--- src/nls_pkg.sv ---
// shared types and constants for the numeric literal scanner
package nls_pkg;

   // scanner phase within one token
   typedef enum logic [3:0] {
      PH_START   = 4'd0,
      PH_ZERO    = 4'd1,
      PH_DEC     = 4'd2,
      PH_OCT     = 4'd3,
      PH_BIG     = 4'd4,
      PH_HEX     = 4'd5,
      PH_FRAC    = 4'd6,
      PH_EXPSIGN = 4'd7,
      PH_EXPDIG0 = 4'd8,
      PH_EXPDIG  = 4'd9,
      PH_SUFFIX  = 4'd10,
      PH_ERR     = 4'd11
   } phase_type;

   // radix codes as reported in the result
   typedef enum logic [1:0] {
      RX_DEC = 2'd0,
      RX_OCT = 2'd1,
      RX_HEX = 2'd2
   } radix_type;

   // error codes
   typedef enum logic [2:0] {
      ERR_NONE    = 3'd0,
      ERR_DIGIT   = 3'd1,
      ERR_EXP     = 3'd2,
      ERR_HEX_EXP = 3'd3,
      ERR_SUFFIX  = 3'd4
   } err_type;

   // flags gathered over one token
   typedef struct packed {
      logic point;
      logic expo;
      logic uns;
      logic lng;
      logic llng;
      logic flt;
   } flags_type;

   localparam int OUT_VALUE_BITS = 64;

   // one input item
   typedef struct packed {
      logic [7:0] ch;
      logic       last;
   } req_type;

   // one result item
   typedef struct packed {
      logic [1:0]                base;
      logic                      has_point;
      logic                      has_exp;
      logic                      sfx_unsigned;
      logic                      sfx_long;
      logic                      sfx_long_long;
      logic                      sfx_float;
      logic [2:0]                err;
      logic [OUT_VALUE_BITS-1:0] int_value;
      logic                      overflow;
   } rsp_type;

endpackage

--- src/numeric_literal_scanner.sv ---
// top level of the numeric literal scanner
//
// Scans a C numeric constant one character per item, at a sustained rate of one
// item per cycle while no waiting result holds back a last character. Each
// accepted character goes into an input register; from there a single pass of
// logic (radix/suffix state update plus a shift-add by the constant radix on the
// accumulator) updates the token state, and on the item marked last it loads the
// result register, which presents the result. A result waiting under rsp_stall
// holds back only a following last character; other characters keep flowing.
// All token state returns to its reset value after every result.
module numeric_literal_scanner
   import nls_pkg::*;
#(
   parameter int VALUE_BITS = 64
) (
   input  logic    clock,
   input  logic    reset,
   input  logic    req_valid,
   output logic    req_stall,
   input  req_type req_data,
   output logic    rsp_valid,
   input  logic    rsp_stall,
   output rsp_type rsp_data
);

   localparam int WIDE = VALUE_BITS + 4;

   // input register
   logic    in_valid_ff;
   req_type in_item_ff;

   // token state
   phase_type             phase_ff, phase_in;
   radix_type             radix_ff, radix_in;
   flags_type             flags_ff, flags_in;
   logic [7:0]            pend_l_ff, pend_l_in;
   logic [VALUE_BITS-1:0] acc_ff, acc_in;
   logic                  ovf_ff, ovf_in;
   logic                  dig_seen_ff, dig_seen_in;
   err_type               err_ff, err_in;

   // result register
   logic    rsp_valid_ff;
   rsp_type rsp_data_ff, rsp_data_in;

   // handshake
   logic advance;
   logic process;

   assign advance   = !(in_item_ff.last && rsp_valid_ff && rsp_stall);
   assign process   = in_valid_ff && advance;
   assign req_stall = in_valid_ff && !advance;
   assign rsp_valid = rsp_valid_ff;
   assign rsp_data  = rsp_data_ff;

   // character classes
   logic [7:0] ch;
   logic       is_dig, is_oct, is_hex, is_e, is_p;
   logic [3:0] dval;

   assign ch     = in_item_ff.ch;
   assign is_dig = (ch >= "0") && (ch <= "9");
   assign is_oct = (ch >= "0") && (ch <= "7");
   assign is_hex = is_dig || ((ch >= "a") && (ch <= "f")) || ((ch >= "A") && (ch <= "F"));
   assign is_e   = (ch == "e") || (ch == "E");
   assign is_p   = (ch == "p") || (ch == "P");
   assign dval   = is_dig ? ch[3:0] : ch[3:0] + 4'd9;

   // shift-add by the constant radix, with carry-out for overflow
   radix_type       acc_rx;
   logic [WIDE-1:0] acc_x, acc_wide;

   assign acc_x = WIDE'(acc_ff);

   always_comb begin
      case (acc_rx)
         RX_DEC:  acc_wide = (acc_x << 3) + (acc_x << 1) + WIDE'(dval);
         RX_OCT:  acc_wide = (acc_x << 3) + WIDE'(dval);
         default: acc_wide = (acc_x << 4) + WIDE'(dval);
      endcase
   end

   // per-character state update and end-of-token result
   logic      do_acc, do_dec_end, do_hex_end, do_sfx, sfx_done, is_fp;
   phase_type f_phase;
   radix_type f_radix;
   flags_type f_flags;
   err_type   f_err;
   logic      valid_int;

   always_comb begin
      phase_in    = phase_ff;
      radix_in    = radix_ff;
      flags_in    = flags_ff;
      pend_l_in   = pend_l_ff;
      acc_in      = acc_ff;
      ovf_in      = ovf_ff;
      dig_seen_in = dig_seen_ff;
      err_in      = err_ff;
      acc_rx      = RX_DEC;
      do_acc      = 1'b0;
      do_dec_end  = 1'b0;
      do_hex_end  = 1'b0;
      do_sfx      = 1'b0;
      sfx_done    = 1'b0;

      // main phase dispatch
      unique case (phase_ff)
         PH_START: begin
            if (ch == "0") begin
               phase_in = PH_ZERO;
            end else begin
               radix_in = RX_DEC;
               if (is_dig) begin
                  phase_in = PH_DEC;
                  do_acc   = 1'b1;
               end else begin
                  do_dec_end = 1'b1;
               end
            end
         end
         PH_ZERO: begin
            if ((ch == "x") || (ch == "X")) begin
               radix_in = RX_HEX;
               phase_in = PH_HEX;
            end else begin
               radix_in = RX_OCT;
               phase_in = PH_OCT;
               if (is_oct) begin
                  do_acc = 1'b1;
                  acc_rx = RX_OCT;
               end else if (is_dig) begin
                  phase_in = PH_BIG;
               end else begin
                  do_dec_end = 1'b1;
               end
            end
         end
         PH_DEC: begin
            if (is_dig) do_acc = 1'b1;
            else do_dec_end = 1'b1;
         end
         PH_OCT: begin
            if (is_oct) begin
               do_acc = 1'b1;
               acc_rx = RX_OCT;
            end else if (is_dig) begin
               phase_in = PH_BIG;
            end else begin
               do_dec_end = 1'b1;
            end
         end
         PH_BIG: begin
            if (!is_dig) begin
               if ((ch == ".") || is_e) begin
                  radix_in   = RX_DEC;
                  do_dec_end = 1'b1;
               end else begin
                  err_in   = ERR_DIGIT;
                  phase_in = PH_ERR;
               end
            end
         end
         PH_HEX: begin
            if (is_hex) begin
               do_acc = 1'b1;
               acc_rx = RX_HEX;
            end else begin
               do_hex_end = 1'b1;
            end
         end
         PH_FRAC: begin
            if (radix_ff == RX_HEX) begin
               if (!is_hex) do_hex_end = 1'b1;
            end else if (!is_dig) begin
               if (is_e) begin
                  flags_in.expo = 1'b1;
                  phase_in      = PH_EXPSIGN;
               end else begin
                  do_sfx = 1'b1;
               end
            end
         end
         PH_EXPSIGN: begin
            if ((ch == "+") || (ch == "-")) phase_in = PH_EXPDIG0;
            else if (is_dig) phase_in = PH_EXPDIG;
            else begin
               err_in   = ERR_EXP;
               phase_in = PH_ERR;
            end
         end
         PH_EXPDIG0: begin
            if (is_dig) phase_in = PH_EXPDIG;
            else begin
               err_in   = ERR_EXP;
               phase_in = PH_ERR;
            end
         end
         PH_EXPDIG: begin
            if (!is_dig) do_sfx = 1'b1;
         end
         PH_SUFFIX: begin
            do_sfx = 1'b1;
         end
         default: begin
         end
      endcase

      // first non-digit after a decimal or octal integer part
      if (do_dec_end) begin
         if (is_hex && !is_e) begin
            err_in   = ERR_DIGIT;
            phase_in = PH_ERR;
         end else if (ch == ".") begin
            flags_in.point = 1'b1;
            radix_in       = RX_DEC;
            phase_in       = PH_FRAC;
         end else if (is_e) begin
            flags_in.expo = 1'b1;
            radix_in      = RX_DEC;
            phase_in      = PH_EXPSIGN;
         end else begin
            do_sfx = 1'b1;
         end
      end

      // first non-hex-digit of a hex mantissa
      if (do_hex_end) begin
         if ((ch == ".") && (phase_ff == PH_HEX)) begin
            flags_in.point = 1'b1;
            phase_in       = PH_FRAC;
         end else if (is_p) begin
            flags_in.expo = 1'b1;
            phase_in      = PH_EXPSIGN;
         end else if (flags_in.point) begin
            err_in   = ERR_HEX_EXP;
            phase_in = PH_ERR;
         end else begin
            do_sfx = 1'b1;
         end
      end

      // suffix characters, with one l held back to pair into ll
      is_fp = flags_in.point || flags_in.expo;
      if (do_sfx) begin
         phase_in = PH_SUFFIX;
         if (pend_l_in != 8'd0) begin
            if (ch == pend_l_in) begin
               pend_l_in = 8'd0;
               sfx_done  = 1'b1;
               if (is_fp) begin
                  err_in   = ERR_SUFFIX;
                  phase_in = PH_ERR;
               end else begin
                  flags_in.llng = 1'b1;
               end
            end else begin
               flags_in.lng = 1'b1;
               pend_l_in    = 8'd0;
            end
         end
         if (!sfx_done) begin
            if ((ch == "u") || (ch == "U")) begin
               if (is_fp || flags_in.uns) begin
                  err_in   = ERR_SUFFIX;
                  phase_in = PH_ERR;
               end else begin
                  flags_in.uns = 1'b1;
               end
            end else if ((ch == "l") || (ch == "L")) begin
               if (flags_in.lng || flags_in.llng) begin
                  err_in   = ERR_SUFFIX;
                  phase_in = PH_ERR;
               end else begin
                  pend_l_in = ch;
               end
            end else if ((ch == "f") || (ch == "F")) begin
               if (!is_fp || flags_in.flt) begin
                  err_in   = ERR_SUFFIX;
                  phase_in = PH_ERR;
               end else begin
                  flags_in.flt = 1'b1;
               end
            end else begin
               err_in   = ERR_SUFFIX;
               phase_in = PH_ERR;
            end
         end
      end

      // digit accumulation
      if (do_acc) begin
         acc_in      = acc_wide[VALUE_BITS-1:0];
         dig_seen_in = 1'b1;
         if (|acc_wide[WIDE-1:VALUE_BITS]) ovf_in = 1'b1;
      end

      // end-of-token checks
      f_phase = phase_in;
      f_err   = err_in;
      f_flags = flags_in;
      f_radix = radix_in;
      if (phase_in == PH_BIG) begin
         f_err   = ERR_DIGIT;
         f_phase = PH_ERR;
      end else if ((phase_in == PH_EXPSIGN) || (phase_in == PH_EXPDIG0)) begin
         f_err   = ERR_EXP;
         f_phase = PH_ERR;
      end else if ((phase_in == PH_FRAC) && (radix_in == RX_HEX)) begin
         f_err   = ERR_HEX_EXP;
         f_phase = PH_ERR;
      end
      if ((f_phase != PH_ERR) && (pend_l_in != 8'd0)) f_flags.lng = 1'b1;
      // a lone zero, or zero with only a suffix, reads as decimal
      if (((f_err == ERR_NONE) || (f_err == ERR_SUFFIX)) &&
          ((radix_in == RX_OCT) || (phase_in == PH_ZERO)) &&
          !dig_seen_in && (radix_in != RX_HEX)) begin
         f_radix = RX_DEC;
      end

      valid_int                 = (f_err == ERR_NONE) && !(f_flags.point || f_flags.expo);
      rsp_data_in.base          = f_radix;
      rsp_data_in.has_point     = f_flags.point;
      rsp_data_in.has_exp       = f_flags.expo;
      rsp_data_in.sfx_unsigned  = f_flags.uns;
      rsp_data_in.sfx_long      = f_flags.lng;
      rsp_data_in.sfx_long_long = f_flags.llng;
      rsp_data_in.sfx_float     = f_flags.flt;
      rsp_data_in.err           = f_err;
      rsp_data_in.int_value     = valid_int ? OUT_VALUE_BITS'(acc_in) : '0;
      rsp_data_in.overflow      = valid_int && ovf_in;
   end

   // input register
   always_ff @(posedge clock) begin
      if (reset) begin
         in_valid_ff <= 1'b0;
      end else if (!req_stall) begin
         in_valid_ff <= req_valid;
      end
      if (req_valid && !req_stall) in_item_ff <= req_data;
   end

   // token state, cleared after every result
   always_ff @(posedge clock) begin
      if (reset || (process && in_item_ff.last)) begin
         phase_ff    <= PH_START;
         radix_ff    <= RX_DEC;
         flags_ff    <= '0;
         pend_l_ff   <= 8'd0;
         acc_ff      <= '0;
         ovf_ff      <= 1'b0;
         dig_seen_ff <= 1'b0;
         err_ff      <= ERR_NONE;
      end else if (process) begin
         phase_ff    <= phase_in;
         radix_ff    <= radix_in;
         flags_ff    <= flags_in;
         pend_l_ff   <= pend_l_in;
         acc_ff      <= acc_in;
         ovf_ff      <= ovf_in;
         dig_seen_ff <= dig_seen_in;
         err_ff      <= err_in;
      end
   end

   // result register
   always_ff @(posedge clock) begin
      if (reset) begin
         rsp_valid_ff <= 1'b0;
      end else if (process && in_item_ff.last) begin
         rsp_valid_ff <= 1'b1;
      end else if (!rsp_stall) begin
         rsp_valid_ff <= 1'b0;
      end
      if (process && in_item_ff.last) rsp_data_ff <= rsp_data_in;
   end

endmodule

--- config.mk ---
export PLATFORM = sky130hd
export DESIGN_NAME = numeric_literal_scanner
export DESIGN_NICKNAME = d
export VERILOG_FILES = /design/src/nls_pkg.sv /design/src/numeric_literal_scanner.sv
export SDC_FILE = /design/constraint.sdc
export NUM_CORES = 1
export LEC_CHECK = 0
export BUFFER_PORTS_ARGS = -buffer_cell sky130_fd_sc_hd__buf_2
export CORE_UTILIZATION = 30
export CTS_BUF_LIST = sky130_fd_sc_hd__clkbuf_8
export CTS_CLUSTER_SIZE = 20
export DETAILED_ROUTE_END_ITERATION = 7
export RECOVER_POWER = 25
export SYNTH_ARGS = -nofsm -noshare
export SYNTH_HDL_FRONTEND = slang
export SYNTH_SLANG_ARGS = --single-unit
--- constraint.sdc ---
create_clock -name clock -period 4.5 [get_ports clock]
set_input_delay 0.9 -clock clock [delete_from_list [all_inputs] [get_ports clock]]
set_output_delay 0.9 -clock clock [all_outputs]
set_load 0.005 [all_outputs]
==> results of run 1 <==
==> flip-flops by register name, indices dropped and copies added (netlist names), 2 cells and up <==
| name | count |
|---|---|
| phase_ff | 4 |
| pend_l_ff | 8 |
| acc_ff | 64 |
| rsp_data | 76 |
| ch | 8 |
| flags_ff | 6 |
| err_ff | 3 |
| radix_ff | 2 |
==> worst max-delay path by stage <==
| stage | startpoint | endpoint | slack [ns] | cells after the start |
|---|---|---|---|---|
| global route | ch[0] | rsp_data[62] | -0.41 | 21 |
| floorplan | ch[0] | rsp_data[0] | -0.004 | 21 |
| CTS | ch[0] | rsp_data[0] | -0.008 | 20 |
| global placement | ch[0] | rsp_data[0] | -0.02 | 19 |
| detailed placement | ch[0] | rsp_data[31] | -0.25 | 19 |
| finish | ch[0] | rsp_data[31] | -0.17 | 22 |
==> cells by family (layout without fill, tap and decap cells) <==
group | Yosys count | count (layout) | synth area share, %
xor gates and xnor gates | 97 | 97 | 5.593
adders and majority gates | 136 | 136 | 11.30
DFF | 176 | 176 | 28.80
and+or+nand+nor | 700 | 700 | 22.74
muxes | 8 | 8 | 0.5437
buffers and inverters | 177 | 276 | 4.654
AOI/OAI and AO/OA | 598 | 598 | 26.37
==> layout by cell type (no fill, tap or decap), types with 9 or more instances in the layout <==
master    count
nor2_1      214
a21oi_1     155
nand2_1     154
ha_1        130
o21ai_0     112
buf_4       103
dfxtp_1      91
edfxtp_1     85
buf_2        73
nand3_1      60
nor3_1       55
xor2_1       50
nand4_1      46
inv_1        38
xnor2_1      37
a211oi_1     35
a21o_1       33
a211oi_2     28
a221oi_1     24
nor3_2       22
o211ai_1     20
a31oi_1      20
and3_1       19
clkbuf_8     17
clkbuf_1     17
nor4_1       16
a21oi_2      14
o21ai_1      13
nand2b_1     12
or3_1        12
nor2b_1      11
and2_1       11
o21bai_1     10
nand3b_1      9
==> worst max-delay path, stage by stage, from the launching register on <==
cell and delay (ns):
edfxtp_1 0.46, inv_2 0.12, ha_4 0.16, o21bai_4 0.08, a21oi_2 0.15, a31oi_1 0.07
xnor2_1 0.25, inv_1 0.09, fa_1 0.49, buf_4 0.16, buf_6 0.11, fa_2 0.35
nand2b_4 0.16, a21oi_4 0.15, o211ai_1 0.18, buf_4 0.18, a21o_4 0.22, o31ai_4 0.26
a31oi_4 0.14, o21ai_2 0.15, xor2_1 0.19, nand2_1 0.11, a311oi_2 0.26
==> metal layers <==
metal | global-route usage (%) | wire length, um | up-vias
li1 | - | - | 7272
met4 | 7.209 | 1184 | 0
met2 | 33.49 | 24470 | 470
met5 | 0 | 0 | -
met1 | 27.42 | 23990 | 7388
met3 | 3.407 | 2849 | 76
==> Yosys cell counts (12+ instances only) <==
master    count
nor3_2       13
and2_1       12
a211oi_1     39
and3_1       20
ha_1        134
edfxtp_1     85
nor3_1       64
nand4_1      46
inv_1        41
clkbuf_1    118
a31oi_1      24
a21o_1       34
a21oi_1     172
nand2_1     156
nor4_1       18
a221oi_1     30
dfxtp_1      91
xor2_1       54
xnor2_1      43
or3_1        12
a211oi_2     24
o211ai_1     20
nand3_1      60
nor2_1      220
o21bai_1     13
nand2b_1     13
o21ai_0     130
==> cell type report <==
type,count,area (um^2),share of cell area [%]
multi-input cells,1539,10760,60.09
repair buffers,203,1368,7.640
clock buffers,17,234.0,1.307
well taps,672,840.8,4.697
flip-flops and latches,176,4374,24.44
inverters,41,153.9,0.8598
clock inverters,15,173.9,0.9716
==> metrics by stage <==
step                setup WS [ns]  util [%]  instance area (um^2)
floorplan               -0.003889         -                 15260
global placement         -0.02039     33.67                 16860
detailed placement        -0.2537     33.67                 16860
CTS                     -0.008161     34.80                 17430
global route              -0.4070     35.75                 17900
finish                    -0.1725     35.75                 17900
==> power by group <==
part / internal, mW / switching (mW) / total [mW]
logic: 0.142 / 0.269 / 0.411
registers: 1.70 / 0.0246 / 1.72
clock network: 0.511 / 0.718 / 1.23
==> repair_timing <==
item / CTS / global route
pin swaps: 24 / 58
buffers inserted: 7 / 8
setup endpoints to repair: 60 / 82
resized for setup: 19 / 92
==> results.yml, run 1 <==
synthesis:
  syn_area_per_cell_um2: 8.028
  ys_seq_elements: 176
  async_flop_share_pct: 0
  syn_inst: 1892
  ys_types: 82
  synth_area_mm2: 0.01519
  synth_edf_count: 85
  synthFlopType: "dfxtp_1"
  synth_top_area_share_pct: 16.80
  synth_fp_nets: 2041
  synth-seq-area-share_pct: 28.80
  yosys_warnings: 0
  ys_top_cells_by_area: "edfxtp_1, dfxtp_1, ha_1, a21oi_1, nor2_1"
  synth_top_cell_by_area: "edfxtp_1"
clock_tree:
  holdBufCountCts: 0
  cts.path.max_buffers: 2
  root_buffer: "clkbuf_8"
  cts_sinks: 176
  cts_tree: "yes"
  path_clk_slew_ns: 0.11
  h-tree-depth: 4
  cts_buffers: 17
  clkLatencyLatePin_ns: 0.60
timing:
  maxSlewViolCount: 35
  tightest_slew_ns: 1.645
  clock_skew_ns: 0.03558
  hold_ws_ns: 0.4641
  fin_tns_setup_ns: -1.265
  max-slew-margin-rel_pct: -9.653
  hold_viol: 0
  finalSetupViolations: 22
  finalCritPeriodShare_pct: 103.8
  setup_slack_ns: -0.1725
  rsz0062_at_grt: "yes"
  fin_crit_ns: 4.673
  fmax_mhz: 214.0
critical_path:
  reg2reg_from: "ch[0]"
  crit_path_end_kind: "flip-flop"
  path_class: "flip-flop to flip-flop"
  crit_path_start_kind: "flip-flop"
  arrival_ns: 5.09
  crit_required_ns: 4.91
  timing.reg2reg.worst_path_depth: 22
  r2r_end: "rsp_data[31]"
  rrSetupSlack_ns: -0.17
  crit_fanout: 4
floorplanning:
  die_y_um: 227.0
  start_util_pct: 30.34
  num_rows: 82
  core_area_mm2: 0.05007
  die_width_um: 227.0
  dieArea_mm2: 0.05154
  num_io_pins: 91
run_status:
  outcome: "finished with violations"
  violations: "max-capacitance violations, max-slew violations, negative setup slack"
hold_path:
  hold_path_depth: 2
  hp-class: "flip-flop to flip-flop"
  min_to: "err_ff[0]"
  hp-start: "err_ff[0]"
routing:
  vias_per_cell: 5.710
  drc: 0
  drt-total-wl_mm: 52.49
  antenna_left: 0
  first_iter_violations: 1390
  drt_pre_antenna_iters: 6
  vias: 15206
  post_drt_wl_per_cell_um: 19.71
global_route:
  grt-ovfl-total: 0
  grt_pass1_vias: 14646
  antenna_found_initial: 0
  grt.total_usage_pct: 20.58
  grt_pass1_wl_mm: 82.52
  grt_max_degree: 56
pwr:
  peakVddDrop_mv: 0.2434
  total_power_mw: 3.361
  power_density_mw_per_mm2: 187.8
  total_leakage_power_nw: 7.011
cells_and_area:
  fill_cells: 5328
  final_cells: 2663
  finalNetCount: 2127
  syn2layout_area_growth_pct: 17.84
  n_antenna_cell: 0
  layout-drive-gt1-share_pct: 19.29
place:
  finalWeightedCongestion: 0.9238
  placed_cells: 2616
  port-buffer-count: 90
  dpl.hpwl_mm: 37.50
run:
  cap_violations: 1
Power figures use the tool's default switching activity.
==> run 2: changes to the inputs <==
--- a/config.mk
+++ b/config.mk
@@ -6,10 +6,11 @@
 export NUM_CORES = 1
 export LEC_CHECK = 0
 export BUFFER_PORTS_ARGS = -buffer_cell sky130_fd_sc_hd__buf_2
-export CORE_UTILIZATION = 30
+export CORE_UTILIZATION = 60
 export CTS_BUF_LIST = sky130_fd_sc_hd__clkbuf_8
 export CTS_CLUSTER_SIZE = 20
 export DETAILED_ROUTE_END_ITERATION = 7
+export PLACE_DENSITY = 0.79
 export RECOVER_POWER = 25
 export SYNTH_ARGS = -nofsm -noshare
 export SYNTH_HDL_FRONTEND = slang
==> constraint.sdc (replaced) <==
create_clock -name clock -period 5.05 [get_ports clock]
set_input_delay 1.01 -clock clock [delete_from_list [all_inputs] [get_ports clock]]
set_output_delay 1.01 -clock clock [all_outputs]
set_load 0.005 [all_outputs]
==> run 2 against run 1 <==
  * The run ends with max-capacitance violations, max-slew violations left
  * First-iteration DRC count grew 4.5%
  * Sequential power shrank 10%
  * Worst hold slack improved by 0.0011 ns
  * Via count decreased by 0.22%
  * Final area is 7.5% lower
  * Combinational power fell by 20%
  * Utilization up 32 points
  * Non-clock buffer count shrank 62
  * Wire length decreased by 13%
  * Largest cell class unchanged
==> results.yml, run 2 (synthesis gave the netlist of run 1 again) <==
critical_path:
  slowest_stage: "edfxtp_1"
  cpPeakStageDelay_ns: 0.50
  crit_path_end_kind: "flip-flop"
  crit_buf_inv: 3
  worstPathCellList: "inv_2, ha_4, o21bai_4, a21oi_2, a31oi_1, xnor2_1, inv_1, fa_2, buf_4, fa_1, nand2b_1, a21oi_2, o211ai_1, a211oi_2, o21ai_1, a2111oi_2, nand3b_1, nand4b_1, nor3_2, nor3_2"
  crit_fanout: 4
  path_class: "flip-flop to flip-flop"
  crit_path_start_kind: "flip-flop"
  path_delay_family: "compound AO/OA/AOI/OAI gates"
  crit_required_ns: 5.29
  arrival_ns: 5.09
global_route:
  grt-ovfl-total: 0
  antenna_found_initial: 0
  grt_max_degree: 51
  grt.total_usage_pct: 34.49
  grt_pass1_wl_mm: 72.33
  grt_pass1_vias: 13917
clock_tree:
  cts_tree: "yes"
  cts_buffers: 17
  cts_sinks: 176
  path_clk_slew_ns: 0.12
  cts.path.max_buffers: 2
  h-tree-depth: 4
  clkLatencyLatePin_ns: 0.50
  root_buffer: "clkbuf_8"
cells_and_area:
  finalNetCount: 2065
  largest_reg_flops: 76
  syn2layout_area_growth_pct: 8.962
  final_cells: 2253
  n_antenna_cell: 0
  final_cell_mix: "nor2_1, a21oi_1, nand2_1"
  layout-drive-gt1-share_pct: 13.17
  final_common_cell: "nor2_1"
run_status:
  violations: "max-capacitance violations, max-slew violations"
  outcome: "finished with violations"
place:
  finalWeightedCongestion: 1.007
  port-buffer-count: 90
  placed_cells: 2214
  dpl.hpwl_mm: 32.93
routing:
  first_iter_violations: 1453
  drc: 0
  vias: 15173
  vias_per_cell: 6.735
  drt-total-wl_mm: 45.49
  post_drt_wl_per_cell_um: 20.19
  antenna_left: 0
  drt_pre_antenna_iters: 7
pwr:
  clkPwrFrac_pct: 37.1
  p_int_mw: 2.090
  power_density_mw_per_mm2: 178.9
  p_seq_share_pct: 51.9
  peakVddDrop_mv: 0.1540
  total_leakage_power_nw: 6.654
  swShare_pct: 29.41
  power_frac_comb_pct: 11.0
  p_sw_mw: 0.8707
floorplanning:
  core_area_mm2: 0.02460
  num_io_pins: 91
  start_util_pct: 61.73
  die_width_um: 161.1
  dieArea_mm2: 0.02596
  die_y_um: 161.1
  num_rows: 57
timing:
  fin_tns_setup_ns: 0
  max-slew-margin-rel_pct: -43.38
  finalSetupViolations: 0
  fmax_mhz: 206.3
  fin_crit_ns: 4.848
  maxSlewViolCount: 43
  hold_viol: 0
  tightest_slew_ns: 2.151
  finalCritPeriodShare_pct: 96.01
  clock_skew_ns: 0.01975
hold_path:
  hp-class: "flip-flop to flip-flop"
run:
  cap_violations: 1
[run 2: cell types whose count changed in the layout (fill, tap and decap cells not counted), sizes merged]
| cell | delta |
|---|---|
| buf | -59 |
| clkbuf | -3 |
[run 2: repair_timing]
action / in CTS / in global routing
buffers inserted: 0 / 8
gates resized for setup: 4 / 26
hold buffers: 0 / 0
pin swaps: 0 / 13
endpoints found under the setup margin: 3 / 38
[run 2: layout make-up]
class	instances	area, um^2
fill	2078	8054
clock buffer	17	234.0
clock inverter	15	197.7
inverter	41	153.9
multi-input combinational	1539	10310
tap	324	405.4
sequential	176	4374
timing repair buffer	141	878.3
[run 2: path summary, 6_finish.rpt]
kind             start     endpoint  slack, ns  cells after the start
max              ch[0]  rsp_data[0]       0.20                     20
min          err_ff[0]    err_ff[0]       0.47                      2
max reg2reg      ch[0]  rsp_data[0]       0.20                     20
min reg2reg  err_ff[0]    err_ff[0]       0.47                      2
[run 2: metrics by stage]
step	hold slack [ns]	power (mW)	util [%]	setup WS [ns]	instance area (um^2)
6_report	0.4652	2.961	67.27	0.2017	16550
5_1_grt	0.4909	3.037	67.27	-0.1217	16550
4_1_cts	0.4664	2.960	66.62	0.02165	16390
3_5_place_dp	0.4489	1.879	64.81	-0.1361	15950
3_3_place_gp	0.4408	1.875	64.81	0.09321	15950
2_1_floorplan	0.4321	1.777	-	0.1184	15190
[run 2: tightest hold or removal path, delay by kind of cell, from the launching register on]
family | cells | cell delay, ns
AOI/OAI and AO/OA | 1 | 0.05
DFF | 1 | 0.33
and+or+nand+nor | 1 | 0.05
[run 2: power groups by stage]
stage	Clock, mW	Sequential (mW)	Combinational, mW
final	1.10	1.54	0.327
after global routing	1.15	1.54	0.351
after CTS	1.11	1.53	0.314
after detailed placement	0	1.57	0.313
after global placement	0	1.57	0.309
after floorplan	0	1.56	0.218
[run 2: metal layers]
metal / GRT usage [%] / wire [um]
met1: 45.48 / 18970
met2: 55.31 / 20870
met3: 6.959 / 4106
met4: 13.68 / 1548
met5: 0 / 0
